[config.mk]
export PLATFORM = sky130hd
export DESIGN_NAME = array_list_engine_core
export DESIGN_NICKNAME = d
export VERILOG_FILES = /design/src/rtl/core/alist_pkg.sv /design/src/rtl/core/alist_dp.sv /design/src/rtl/core/alist_ctrl.sv /design/src/rtl/core/array_list_engine_core.sv
export SDC_FILE = /design/constraint.sdc
export NUM_CORES = 2
export LEC_CHECK = 0
export BUFFER_PORTS_ARGS = -buffer_cell sky130_fd_sc_hd__buf_2
export CAP_MARGIN = 20
export CELL_PAD_IN_SITES_DETAIL_PLACEMENT = 0
export CELL_PAD_IN_SITES_GLOBAL_PLACEMENT = 1
export CORE_MARGIN = 5
export CORE_UTILIZATION = 58
export DETAILED_ROUTE_END_ITERATION = 8
export PLACE_DENSITY_LB_ADDON = 0.3
export SLEW_MARGIN = 15
export SYNTH_ARGS = -nofsm -noshare
export SYNTH_HDL_FRONTEND = slang
export SYNTH_SLANG_ARGS = --single-unit
[constraint.sdc]
create_clock -name clk -period 10.3 [get_ports clk]
set_input_delay 2.06 -clock clk [delete_from_list [all_inputs] [get_ports clk]]
set_output_delay 2.06 -clock clk [all_outputs]
set_load 0.05 [all_outputs]
[src/rtl/core/alist_pkg.sv]
// Shared types and codes for the array list engine.
// Holds the request/response item structs, controller/datapath command and
// status structs, and the request and status codes. No dependencies.
package alist_pkg;

    localparam int CAPACITY_DEF  = 64;
    localparam int ITEM_BITS_DEF = 32;
    localparam int ITEM_BITS_MAX = 64;

    localparam int VAL_W   = 32;
    localparam int POS_W   = 6;
    localparam int COUNT_W = 7;
    localparam int KIND_W  = 3;
    localparam int STAT_W  = 2;

    localparam logic [KIND_W-1:0] REQ_INSERT = 3'd0;
    localparam logic [KIND_W-1:0] REQ_UPDATE = 3'd1;
    localparam logic [KIND_W-1:0] REQ_DELETE = 3'd2;
    localparam logic [KIND_W-1:0] REQ_FIND   = 3'd3;
    localparam logic [KIND_W-1:0] REQ_GET    = 3'd4;

    localparam logic [STAT_W-1:0] ST_OK       = 2'd0;
    localparam logic [STAT_W-1:0] ST_FULL     = 2'd1;
    localparam logic [STAT_W-1:0] ST_BAD_POS  = 2'd2;
    localparam logic [STAT_W-1:0] ST_NOTFOUND = 2'd3;

    typedef struct packed {
        logic [KIND_W-1:0] req_type;
        logic [POS_W-1:0]  position;
        logic              append;
        logic [VAL_W-1:0]  item_value;
    } req_t;

    typedef struct packed {
        logic [STAT_W-1:0]  status;
        logic [POS_W-1:0]   position_out;
        logic [VAL_W-1:0]   item_out;
        logic [COUNT_W-1:0] item_count;
        logic               is_empty;
    } rsp_t;

    // controller -> datapath
    typedef struct packed {
        logic              accept;
        logic              wr_val_pos;
        logic              wr_val_cnt;
        logic              rd_pos;
        logic              walk_init;
        logic              walk_rd;
        logic              walk_wr;
        logic              walk_stop;
        logic              cnt_inc;
        logic              cnt_dec;
        logic              st_load;
        logic [STAT_W-1:0] st_code;
        logic              pout_load;
        logic              res_load;
    } ctrl_cmd_t;

    // datapath -> controller
    typedef struct packed {
        logic [KIND_W-1:0] kind;
        logic              app;
        logic              full;
        logic              pos_gt;
        logic              pos_ge;
        logic              pos_last;
        logic              cnt_zero;
        logic              rd_more;
        logic              lag_valid;
        logic              match;
        logic              slot_free;
    } dp_stat_t;

endpackage

[src/rtl/core/alist_dp.sv]
// Datapath of the array list engine: entry memory, item count, walk pointer,
// read pipeline and the response register.
// Depends on alist_pkg; driven by alist_ctrl through ctrl_cmd_t.
module alist_dp #(
    parameter int CAPACITY  = alist_pkg::CAPACITY_DEF,
    parameter int ITEM_BITS = alist_pkg::ITEM_BITS_DEF
) (
    input  logic                  clk,
    input  logic                  rst_n,
    input  alist_pkg::req_t       req,
    input  alist_pkg::ctrl_cmd_t  cmd,
    output alist_pkg::dp_stat_t   stat,
    output logic                  rsp_valid,
    input  logic                  rsp_stall,
    output alist_pkg::rsp_t       rsp
);

    localparam int ADDR_W = $clog2(CAPACITY);
    localparam int CNT_W  = $clog2(CAPACITY + 1);
    localparam int CMP_W  = CNT_W + alist_pkg::COUNT_W;
    localparam int WIDE_W = alist_pkg::ITEM_BITS_MAX;

    logic [ITEM_BITS-1:0] mem [CAPACITY];

    logic [alist_pkg::KIND_W-1:0] kind_reg;
    logic [alist_pkg::POS_W-1:0]  pos_reg;
    logic                         app_reg;
    logic [ITEM_BITS-1:0]         val_reg;

    logic [CNT_W-1:0]  cnt_reg, cnt_next;
    logic [ADDR_W-1:0] ptr_reg, ptr_next;
    logic [ADDR_W-1:0] end_reg, end_next;
    logic              up_reg, up_next;
    logic              rd_more_reg, rd_more_next;
    logic              lag_valid_reg, lag_valid_next;
    logic [ADDR_W-1:0] lag_addr_reg;
    logic [ITEM_BITS-1:0] rd_data_reg;
    logic [alist_pkg::STAT_W-1:0] st_reg;
    logic [alist_pkg::POS_W-1:0]  pout_reg;
    logic              res_valid_reg, res_valid_next;
    alist_pkg::rsp_t   res_reg;

    logic [WIDE_W-1:0] val_wide;
    logic [WIDE_W-1:0] rd_wide;
    logic [CMP_W-1:0]  pos_x, cnt_x, cnt_m1, lag_x;
    logic [ADDR_W-1:0] pos_a, cnt_a;
    logic              mem_we, mem_re;
    logic [ADDR_W-1:0] mem_wa, mem_ra;
    logic [ITEM_BITS-1:0] mem_wd;
    alist_pkg::rsp_t   res_next;

    assign val_wide = WIDE_W'(req.item_value);
    assign rd_wide  = WIDE_W'(rd_data_reg);

    assign pos_x  = CMP_W'(pos_reg);
    assign cnt_x  = CMP_W'(cnt_reg);
    assign cnt_m1 = cnt_x - CMP_W'(1);
    assign lag_x  = CMP_W'(lag_addr_reg);
    assign pos_a  = pos_x[ADDR_W-1:0];
    assign cnt_a  = cnt_x[ADDR_W-1:0];

    // latched request
    always_ff @(posedge clk)
    begin
        if (cmd.accept)
        begin
            kind_reg <= req.req_type;
            pos_reg  <= req.position;
            app_reg  <= req.append;
            val_reg  <= val_wide[ITEM_BITS-1:0];
        end
    end

    // memory ports: one write, one registered read
    always_comb
    begin
        mem_we = 1'b0;
        mem_wa = pos_a;
        mem_wd = val_reg;
        if (cmd.wr_val_pos)
        begin
            mem_we = 1'b1;
        end
        else if (cmd.wr_val_cnt)
        begin
            mem_we = 1'b1;
            mem_wa = cnt_a;
        end
        else if (cmd.walk_wr && lag_valid_reg)
        begin
            mem_we = 1'b1;
            mem_wa = up_reg ? (lag_addr_reg - ADDR_W'(1)) : (lag_addr_reg + ADDR_W'(1));
            mem_wd = rd_data_reg;
        end
        mem_re = cmd.rd_pos | cmd.walk_rd;
        mem_ra = cmd.walk_rd ? ptr_reg : pos_a;
    end

    always_ff @(posedge clk)
    begin
        if (mem_we)
        begin
            mem[mem_wa] <= mem_wd;
        end
        if (mem_re)
        begin
            rd_data_reg <= mem[mem_ra];
        end
    end

    // walk setup: insert moves down from the top, delete and find move up
    always_comb
    begin
        cnt_next       = cnt_reg;
        ptr_next       = ptr_reg;
        end_next       = end_reg;
        up_next        = up_reg;
        rd_more_next   = rd_more_reg;
        lag_valid_next = cmd.walk_rd;

        if (cmd.cnt_inc)
        begin
            cnt_next = cnt_reg + CNT_W'(1);
        end
        else if (cmd.cnt_dec)
        begin
            cnt_next = cnt_reg - CNT_W'(1);
        end

        if (cmd.walk_init)
        begin
            rd_more_next = 1'b1;
            if (kind_reg == alist_pkg::REQ_INSERT)
            begin
                ptr_next = cnt_a - ADDR_W'(1);
                end_next = pos_a;
                up_next  = 1'b0;
            end
            else if (kind_reg == alist_pkg::REQ_DELETE)
            begin
                ptr_next = pos_a + ADDR_W'(1);
                end_next = cnt_m1[ADDR_W-1:0];
                up_next  = 1'b1;
            end
            else
            begin
                ptr_next = '0;
                end_next = cnt_m1[ADDR_W-1:0];
                up_next  = 1'b1;
            end
        end
        else if (cmd.walk_rd)
        begin
            ptr_next = up_reg ? (ptr_reg + ADDR_W'(1)) : (ptr_reg - ADDR_W'(1));
            if (ptr_reg == end_reg)
            begin
                rd_more_next = 1'b0;
            end
        end

        if (cmd.walk_stop)
        begin
            rd_more_next   = 1'b0;
            lag_valid_next = 1'b0;
        end
    end

    always_ff @(posedge clk or negedge rst_n)
    begin
        if (!rst_n)
        begin
            cnt_reg       <= '0;
            rd_more_reg   <= 1'b0;
            lag_valid_reg <= 1'b0;
            res_valid_reg <= 1'b0;
        end
        else
        begin
            cnt_reg       <= cnt_next;
            rd_more_reg   <= rd_more_next;
            lag_valid_reg <= lag_valid_next;
            res_valid_reg <= res_valid_next;
        end
    end

    always_ff @(posedge clk)
    begin
        ptr_reg <= ptr_next;
        end_reg <= end_next;
        up_reg  <= up_next;
        if (cmd.walk_rd)
        begin
            lag_addr_reg <= ptr_reg;
        end
        if (cmd.st_load)
        begin
            st_reg <= cmd.st_code;
        end
        if (cmd.pout_load)
        begin
            pout_reg <= lag_x[alist_pkg::POS_W-1:0];
        end
        if (cmd.res_load)
        begin
            res_reg <= res_next;
        end
    end

    // response item
    always_comb
    begin
        res_next.status       = st_reg;
        res_next.position_out = '0;
        res_next.item_out     = '0;
        res_next.item_count   = cnt_x[alist_pkg::COUNT_W-1:0];
        res_next.is_empty     = (cnt_reg == '0);
        if (st_reg == alist_pkg::ST_OK && kind_reg == alist_pkg::REQ_FIND)
        begin
            res_next.position_out = pout_reg;
        end
        if (st_reg == alist_pkg::ST_OK && kind_reg == alist_pkg::REQ_GET)
        begin
            res_next.item_out = rd_wide[alist_pkg::VAL_W-1:0];
        end
    end

    always_comb
    begin
        res_valid_next = res_valid_reg;
        if (cmd.res_load)
        begin
            res_valid_next = 1'b1;
        end
        else if (res_valid_reg && !rsp_stall)
        begin
            res_valid_next = 1'b0;
        end
    end

    assign rsp_valid = res_valid_reg;
    assign rsp       = res_reg;

    always_comb
    begin
        stat.kind      = kind_reg;
        stat.app       = app_reg;
        stat.full      = (cnt_reg == CNT_W'(CAPACITY));
        stat.pos_gt    = (pos_x > cnt_x);
        stat.pos_ge    = (pos_x >= cnt_x);
        stat.pos_last  = ((pos_x + CMP_W'(1)) == cnt_x);
        stat.cnt_zero  = (cnt_reg == '0);
        stat.rd_more   = rd_more_reg;
        stat.lag_valid = lag_valid_reg;
        stat.match     = lag_valid_reg && (rd_data_reg == val_reg);
        stat.slot_free = !res_valid_reg || !rsp_stall;
    end

endmodule

[src/rtl/core/alist_ctrl.sv]
// Controller of the array list engine: request decode, walk sequencing and
// response hand-off. Depends on alist_pkg; drives alist_dp via ctrl_cmd_t.
module alist_ctrl (
    input  logic                  clk,
    input  logic                  rst_n,
    input  logic                  req_valid,
    output logic                  req_stall,
    input  alist_pkg::dp_stat_t   stat,
    output alist_pkg::ctrl_cmd_t  cmd
);

    localparam logic [1:0] S_IDLE  = 2'd0;
    localparam logic [1:0] S_CHECK = 2'd1;
    localparam logic [1:0] S_WALK  = 2'd2;
    localparam logic [1:0] S_DONE  = 2'd3;

    logic [1:0] state_reg, state_next;
    logic       shift_op;

    assign req_stall = (state_reg != S_IDLE);
    assign shift_op  = (stat.kind == alist_pkg::REQ_INSERT)
                    || (stat.kind == alist_pkg::REQ_DELETE);

    always_comb
    begin
        cmd        = '0;
        state_next = state_reg;
        case (state_reg)
            S_IDLE:
            begin
                if (req_valid)
                begin
                    cmd.accept = 1'b1;
                    state_next = S_CHECK;
                end
            end
            S_CHECK:
            begin
                cmd.st_load = 1'b1;
                cmd.st_code = alist_pkg::ST_OK;
                state_next  = S_DONE;
                case (stat.kind)
                    alist_pkg::REQ_INSERT:
                    begin
                        // full check comes before the position check
                        if (stat.full)
                        begin
                            cmd.st_code = alist_pkg::ST_FULL;
                        end
                        else if (stat.app)
                        begin
                            cmd.wr_val_cnt = 1'b1;
                            cmd.cnt_inc    = 1'b1;
                        end
                        else if (stat.pos_gt)
                        begin
                            cmd.st_code = alist_pkg::ST_BAD_POS;
                        end
                        else if (stat.pos_ge)
                        begin
                            cmd.wr_val_pos = 1'b1;
                            cmd.cnt_inc    = 1'b1;
                        end
                        else
                        begin
                            cmd.st_load   = 1'b0;
                            cmd.walk_init = 1'b1;
                            state_next    = S_WALK;
                        end
                    end
                    alist_pkg::REQ_UPDATE:
                    begin
                        if (stat.pos_ge)
                        begin
                            cmd.st_code = alist_pkg::ST_BAD_POS;
                        end
                        else
                        begin
                            cmd.wr_val_pos = 1'b1;
                        end
                    end
                    alist_pkg::REQ_DELETE:
                    begin
                        if (stat.pos_ge)
                        begin
                            cmd.st_code = alist_pkg::ST_BAD_POS;
                        end
                        else if (stat.pos_last)
                        begin
                            cmd.cnt_dec = 1'b1;
                        end
                        else
                        begin
                            cmd.st_load   = 1'b0;
                            cmd.walk_init = 1'b1;
                            state_next    = S_WALK;
                        end
                    end
                    alist_pkg::REQ_FIND:
                    begin
                        if (stat.cnt_zero)
                        begin
                            cmd.st_code = alist_pkg::ST_NOTFOUND;
                        end
                        else
                        begin
                            cmd.st_load   = 1'b0;
                            cmd.walk_init = 1'b1;
                            state_next    = S_WALK;
                        end
                    end
                    alist_pkg::REQ_GET:
                    begin
                        if (stat.pos_ge)
                        begin
                            cmd.st_code = alist_pkg::ST_BAD_POS;
                        end
                        else
                        begin
                            cmd.rd_pos = 1'b1;
                        end
                    end
                    default:
                    begin
                        cmd.st_code = alist_pkg::ST_BAD_POS;
                    end
                endcase
            end
            S_WALK:
            begin
                cmd.walk_wr = shift_op;
                if (stat.kind == alist_pkg::REQ_FIND && stat.match)
                begin
                    cmd.pout_load = 1'b1;
                    cmd.st_load   = 1'b1;
                    cmd.st_code   = alist_pkg::ST_OK;
                    cmd.walk_stop = 1'b1;
                    state_next    = S_DONE;
                end
                else if (!stat.rd_more && !stat.lag_valid)
                begin
                    // walk done (moves written back for insert/delete); finish the request
                    cmd.st_load = 1'b1;
                    cmd.st_code = alist_pkg::ST_OK;
                    state_next  = S_DONE;
                    if (stat.kind == alist_pkg::REQ_INSERT)
                    begin
                        cmd.wr_val_pos = 1'b1;
                        cmd.cnt_inc    = 1'b1;
                    end
                    else if (stat.kind == alist_pkg::REQ_DELETE)
                    begin
                        cmd.cnt_dec = 1'b1;
                    end
                    else
                    begin
                        cmd.st_code = alist_pkg::ST_NOTFOUND;
                    end
                end
                else
                begin
                    cmd.walk_rd = stat.rd_more;
                end
            end
            S_DONE:
            begin
                if (stat.slot_free)
                begin
                    cmd.res_load = 1'b1;
                    state_next   = S_IDLE;
                end
            end
            default:
            begin
                state_next = S_IDLE;
            end
        endcase
    end

    always_ff @(posedge clk or negedge rst_n)
    begin
        if (!rst_n)
        begin
            state_reg <= S_IDLE;
        end
        else
        begin
            state_reg <= state_next;
        end
    end

endmodule

[src/rtl/core/array_list_engine_core.sv]
// Array list engine: ordered list of up to CAPACITY items with count.
// Channels: req (request item in) and rsp (result item out), each with
// valid/stall; an item moves on a rising edge with valid high, stall low.
// Every request gives exactly one result item.
// Update, get, append, insert at the count, delete of the last entry, find
// in an empty list and rejected requests go straight to the result; other
// inserts shift the entries from the position on up by one, other deletes
// shift those above it down by one, and find walks from entry zero until a
// match or the end of the list. The walk through the entry memory (one read
// port, one write port) moves one entry per cycle.
// One request is in work at a time; req_stall is high from accept until
// the result is placed in the output register, so the next request can be
// taken in the cycle after that.
// The output register holds a result while rsp_stall is high; the next
// request is taken meanwhile and waits before the output until it frees.
// Reset empties the list (count zero) and drops any pending result; entry
// contents are not cleared and are read only after being written.
module array_list_engine_core #(
    parameter int CAPACITY  = alist_pkg::CAPACITY_DEF,
    parameter int ITEM_BITS = alist_pkg::ITEM_BITS_DEF
) (
    input  logic            clk,
    input  logic            rst_n,
    input  logic            req_valid,
    output logic            req_stall,
    input  alist_pkg::req_t req,
    output logic            rsp_valid,
    input  logic            rsp_stall,
    output alist_pkg::rsp_t rsp
);

    alist_pkg::ctrl_cmd_t cmd;
    alist_pkg::dp_stat_t  stat;

    alist_ctrl u_ctrl (
        .clk       (clk),
        .rst_n     (rst_n),
        .req_valid (req_valid),
        .req_stall (req_stall),
        .stat      (stat),
        .cmd       (cmd)
    );

    alist_dp #(
        .CAPACITY  (CAPACITY),
        .ITEM_BITS (ITEM_BITS)
    ) u_dp (
        .clk       (clk),
        .rst_n     (rst_n),
        .req       (req),
        .cmd       (cmd),
        .stat      (stat),
        .rsp_valid (rsp_valid),
        .rsp_stall (rsp_stall),
        .rsp       (rsp)
    );

endmodule
Word-level counts from Yosys, hierarchy flattened
Memories as Yosys holds them, arrays and structs flattened. A register that Yosys moved wholly into a read port is not among the register bits.
Cells that the tools add are included.
{ "word_totals": {"ff_bits": 129, "latch_bits": 0, "ram_bits": 2048, "mem_bits_ro": 0, "in_bits": 46, "output_inout_bits": 50, "wordCells": 170, "mem_count": 1} }
{ "op_classes": {"addsub": 10, "mul": 0, "n_div": 0, "order_cmp": 2, "n_eq_ne": 14, "shifts": 0, "n_mux": 96, "bitwise": 1, "reduce_logical": 26} }
{ "memory_table": {"columns": ["memory", "depth", "word_bits", "read_ports", "rd_clocked_by_memory_dff", "wr", "line_no", "rtl"], "rows": [
  ["u_dp.mem", 64, 32, 1, 1, 1, "alist_dp.sv:23", "logic [ITEM_BITS-1:0] mem [CAPACITY];"]
]} }
{ "op_table": {"columns": ["operator", "count"], "rows": [
  ["32-bit two-way mux", 3],
  ["6-bit two-way mux", 11],
  ["1-bit two-way mux", 51],
  ["32-bit == test", 1],
  ["2-bit two-way mux", 16],
  ["6-bit by 1-bit subtractor with 6-bit output (second input constant)", 4],
  ["6-bit by 1-bit adder with 6-bit output (second input constant)", 3],
  ["7-bit two-way mux", 2],
  ["3-bit two-way mux", 4],
  ["2-bit one-hot mux with 3 select lines", 2],
  ["5-bit one-hot mux with 2 select lines", 1],
  ["2-bit one-hot mux with 4 select lines", 1],
  ["2-bit nonzero test", 4],
  ["6-bit by 1-bit adder with 7-bit output (second input constant)", 1],
  ["7-bit by 1-bit adder with 7-bit output (second input constant)", 1],
  ["7-bit == test", 1],
  ["7-bit == test (second input constant)", 1],
  ["6-bit by 7-bit greater-or-equal comparator with 1-bit output", 1],
  ["6-bit by 7-bit greater-than comparator with 1-bit output", 1],
  ["1-bit logical AND", 7],
  ["7-bit logical NOT", 1],
  ["7-bit by 1-bit subtractor with 7-bit output (second input constant)", 1],
  ["3-bit by 2-bit == test with 1-bit output (second input constant)", 2],
  ["6-bit == test", 1],
  ["18 further kinds", 28]
]} }

Depth between registers and ports, before layout
{ "depth": {"ltp_word": 11, "ltp_mapped": 18, "depth_no_buf": 18} }

By module
Synthesis repeated with hierarchy kept, for this count alone.
{ "hier_totals": {"cells_unflattened": 7590, "hier_area_um2": 97766.3} }
{ "modules_own_cells": {"columns": ["module", "instances", "cells_each", "area_each_um2", "seq_area_each_um2"], "rows": [
  ["alist_dp", 1, 7516, 97219.5, 66223.5],
  ["alist_ctrl", 1, 74, 546.8, 50.0]
]} }

Worst setup path after synthesis
OpenSTA, ideal clock, no wires.
{ "synth_timing": {"path_kind": "input-to-reg", "startpoint": "input port rsp_stall", "endpoint": "register u_dp.res_reg, in the netlist u_dp.rsp[0] (enable)", "setup_ps": 527, "t_arrival_ps": 5583, "required_time_ps": 9773, "slack_ps": 4191, "cell_stages": 1, "path_buffers": 0, "path_cell_list": "a21boi_0"} }
{ "synth_between": {"elab_chain_cells": 4} }
{ "synth_lines": {"columns": ["item", "line_no", "rtl"], "rows": [
  ["start, declared", "array_list_engine_core.sv:28", "input logic rsp_stall,"],
  ["1-bit logical NOT", "alist_dp.sv:255", "stat.slot_free = !res_valid_reg || !rsp_stall;"],
  ["1-bit logical OR", "alist_dp.sv:255", null],
  ["1-bit two-way mux", "alist_ctrl.sv:167", "if (stat.slot_free)"],
  ["1-bit two-way mux", "alist_ctrl.sv:28", "case (state_reg)"],
  ["end signal, assigned", "alist_dp.sv:205", "res_reg <= res_next;"],
  ["end, declared", "alist_dp.sv:41", "alist_pkg::rsp_t res_reg;"]
]} }
No other way between the ends.
A chain may end at the register's enable or synchronous reset.

Worst setup path in the final report
{ "layout_timing": {"startpoint": "register u_dp.rd_data_reg[2] (read register of u_dp.mem)", "endpoint": "register u_dp.rd_data_reg[24] (read register of u_dp.mem), data pin"} }
{ "layout_between": {"elab_chain_cells": 6, "word_cells_on_any_way": 7, "classes_between": "eq/ne: 1; mux: 3; bitwise: 1; reduce/logical: 2"} }
{ "layout_lines": {"columns": ["item", "line_no", "rtl"], "rows": [
  ["start, declared", "alist_dp.sv:37", "logic [ITEM_BITS-1:0] rd_data_reg;"],
  ["32-bit == test (*)", "alist_dp.sv:254", "stat.match = lag_valid_reg && (rd_data_reg == val_reg);"],
  ["1-bit logical AND (*)", "alist_dp.sv:254", null],
  ["1-bit logical AND (*)", "alist_ctrl.sv:132", "if (stat.kind == alist_pkg::REQ_FIND && stat.match)"],
  ["1-bit two-way mux (*)", "alist_ctrl.sv:132", null],
  ["3-bit two-way mux (*)", "alist_ctrl.sv:28", null],
  ["6-bit two-way mux or 1-bit OR (tied branches)", "alist_dp.sv:96, alist_dp.sv:95", null]
]} }
Mark *: on every way between the ends. The rest lies on a longest branch, timed or not.

==> flow_summary_export.csv <==
group,metric,value,unit
setup_path,r2r_end,"u_dp.rd_data_reg[24]$_DFFE_PP_",
cts,cts_tree,"built",
die,fp.dieH,398,microns
die,io_pins,96,
synth,synth.distinct_cells,78,
synth,syn-cell-area,0.0871,sq mm
synth,syn_avg_cell_area,15.0,sq um
cts,hold_buffers,0,
final_layout,nFillCells,10500,
setup_path,endpoint_kind,"register",
setup_path,crit_required,10.80,ns
die,initial_core_util,58.2,%
die,die_area,0.158,sq mm
synth,synth_adder_area_share,0.454,%
drt,top_layer,"met5",
setup_path,timing.rr.start,"u_dp.rd_data_reg[2]$_DFFE_PP_",
power_and_ir_drop,ir_worst_vdd,220,uV
run_status,outcome,"finished, final reports clean",
cts,ctsRootBufferMaster,"clkbuf_16",
setup_path,crit_type,"register to register",
hold_path,min_path_cells,0,
die,dieWidth,398,microns
grt,grt_pass1_vias,51300,
die,core,0.150,sq mm
cts,clk_latency,0.83,ns
setup_path,path_cells,"xnor2_1 > nand4_1 > nor3_1 > nand4_1 > nand2_2 > inv_2 > a21oi_4 > buf_12 > buf_4 > nor2_1 > nand3_1 > o2111ai_1 > o32a_1 > a221oi_1",
final_layout,largest_register,"u_dp.mem",
sta,fmax,0.139,GHz
sta,slew_headroom,24.6,%
cts,clock_sinks,2209,
place,hpwlAfterDp,141000,microns
place,gp_congestion,0.907,
drt,drt-initial-drc-count,7867,
hold_path,worstHoldStart,"u_dp.lag_addr_reg[2]$_DFFE_PP_",
synth,synthSimpleGateAreaFrac,8.93,%
cts,cts_buffers,211,
sta,worstMarginPinSlew,1.13,ns
setup_path,cpMaxStageDelayCell,"a221oi_1",
setup_path,critPathArrivalTime,7.68,ns
cts,clkTransAtPathRegs,0.06,ns
drt,drt-met1-wl,96600,microns
die,rows,142,
final_layout,num-nets-final,5986,
final_layout,area_growth,11.9,%
sta,min_period,7.18,ns
setup_path,crit_path_start_kind,"register",
synth,async_flop_share,0.543,%
drt,routed_wl,262000,microns
cts,clockBufferDepth,3,
drt,drt-pass1-iter-count,6,
drt,wl_met2,118000,microns
flow_run,cap_violations,0,
synth,yosys-mux-area-fraction,3.61,%
final_layout,largest_register_ffs,2048,
drt,wl_per_cell,32.3,microns
drt,drtAntennaViolNets,0,
power_and_ir_drop,powerDensity,248,mW/mm^2
setup_path,reg2reg_slack,3.12,ns
hold_path,min_to,"u_dp.pout_reg[2]$_DFFE_PP_",
place,io_buffers,95,
grt,grt_usage,32.7,%
grt,grt_overflow,0,
grt,antenna_found_initial,5,
synth,yosys_register_bits,2209,
cts,htree_levels,4,
sta,slew_viol_final,0,
sta,clock_skew,0.0256,ns
drt,via_count,54500,
place,place_ws,3.46,ns
sta,timing.setup.tns,0,ns
drt,met3_wirelength,33400,microns
cts,cts_resized,0,
setup_path,cp_max_fo,123,
synth,ys_warn_count,0,
grt,grt_max_degree,134,
setup_path,slowest_delay,0.77,ns
grt,grt_first_pass_wirelength,370000,microns
sta,finalHoldViolations,0,
synth,synth_top_family_by_area,"simple AND/OR/NAND/NOR gates",
sta,finalSetupViolations,0,
drt,via_per_inst,6.73,
synth,synth_cells,5800,
final_layout,drive_gt1_share,11.8,%
hold_path,min_path_type,"register to register",
sta,setup_slack,3.12,ns
setup_path,cpMostUsedCell,"nand4_1",
synth,synth_edf_count,2197,
synth,ys_seq_area_share,76.1,%
sta,post-route-period-util,69.7,%
cts,post_cts_buffers,0,
synth,synthFlopType,"edfxtp_1",
drt,post-route-drc-count,0,
synth,synth_xor_area_share,0.664,%
synth,syn-num-nets,5875,
power_and_ir_drop,p_total,24.2,mW
power_and_ir_drop,p_leak,32.2,nW
sta,rsz0062_at_grt,"no",
setup_path,r2r_cells,14,
setup_path,cp-startpoint,"u_dp.rd_data_reg[2]$_DFFE_PP_",
synth,synth_compound_area_share,8.12,%
## routing by layer
metal / vias to the layer above / global-route usage [%]
met5: - / 0
met4: 4 / 14.7
met3: 577 / 7.59
met2: 3840 / 49.7
met1: 27400 / 45.8
li1: 22700 / -
## placed cells by master, fill, tap and decap left out, types with 110 or more instances in the layout
cell / count
a31oi_1: 170
clkbuf_16: 215
edfxtp_1: 2197
o221ai_1: 187
nand2_1: 1098
a21oi_1: 199
buf_4: 152
nand3_1: 228
mux2i_1: 265
and3_1: 110
## synthesized netlist by cell type, drive strengths merged, types with 56 or more instances
| library cell | number | area share, % |
|---|---|---|
| edfxtp | 2197 | 76 |
| nand2 | 1104 | 4.8 |
| mux2i | 270 | 3.1 |
| clkbuf | 249 | 1.1 |
| nand3 | 229 | 1.3 |
| a21oi | 202 | 1.2 |
| o221ai | 187 | 1.9 |
| a31oi | 175 | 1.3 |
| nor2 | 131 | 0.56 |
| buf | 121 | 0.91 |
| and3 | 110 | 0.79 |
| o22ai | 90 | 0.65 |
| nor4 | 56 | 0.42 |
| o21ai | 56 | 0.32 |
## how the worst max path moves through the flow
stage                                                end  cells past startpoint
after floorplan                    u_dp.rsp[0]$_DFFE_PP_                      1
final                     u_dp.rd_data_reg[24]$_DFFE_PP_                     14
after global placement    u_dp.rd_data_reg[24]$_DFFE_PP_                     13
after global routing      u_dp.rd_data_reg[24]$_DFFE_PP_                     14
after CTS                 u_dp.rd_data_reg[24]$_DFFE_PP_                     14
after detailed placement  u_dp.rd_data_reg[24]$_DFFE_PP_                     14
## stage by stage
stage | instances | area [sq um] | util (%) | hold WS, ns
final | 8106 | 97500 | 65.1 | 0.473
after global routing | 8104 | 97500 | 65.1 | 0.481
after CTS | 8096 | 97300 | 65.0 | 0.476
after detailed placement | 7708 | 90600 | 60.6 | 0.463
after global placement | 7703 | 90600 | 60.5 | 0.473
after floorplan | 5800 | 87100 | - | 0.423
## cell type report
cell class	instances	area (sq um)	area share (%)
tap	2016	2520	2.59
multi-input combinational	3188	19800	20.4
timing repair buffer	268	2040	2.09
clock buffer	273	5610	5.75
antenna	4	10.0	0.0103
sequential	2209	66300	68.0
clock inverter	115	1040	1.06
inverter	33	124	0.127
## where the power goes
part	leakage, nW	total (mW)	switching [mW]	internal, mW
Combinational	9.02	6.04	4.37	1.66
Clock	3.24	7.50	3.27	4.23
Sequential	19.9	10.6	0.231	10.4
Total	32.2	24.2	7.87	16.3
## logic make-up after synthesis
group	count (synthesis)
and+or+nand+nor	1784
muxes	309
adders and majority gates	30
DFF	2209
xor gates and xnor gates	66
AOI/OAI and AO/OA	999
buffers and inverters	403
## critical path, delay by kind of cell (launching register included)
kind / cells / cell delay [ns]
xor+xnor: 1 / 0.47
compound gates: 4 / 1.67
simple gates: 6 / 2.31
buf+inv: 3 / 1.70
flops: 1 / 0.56
Power figures use the tool's default switching activity.
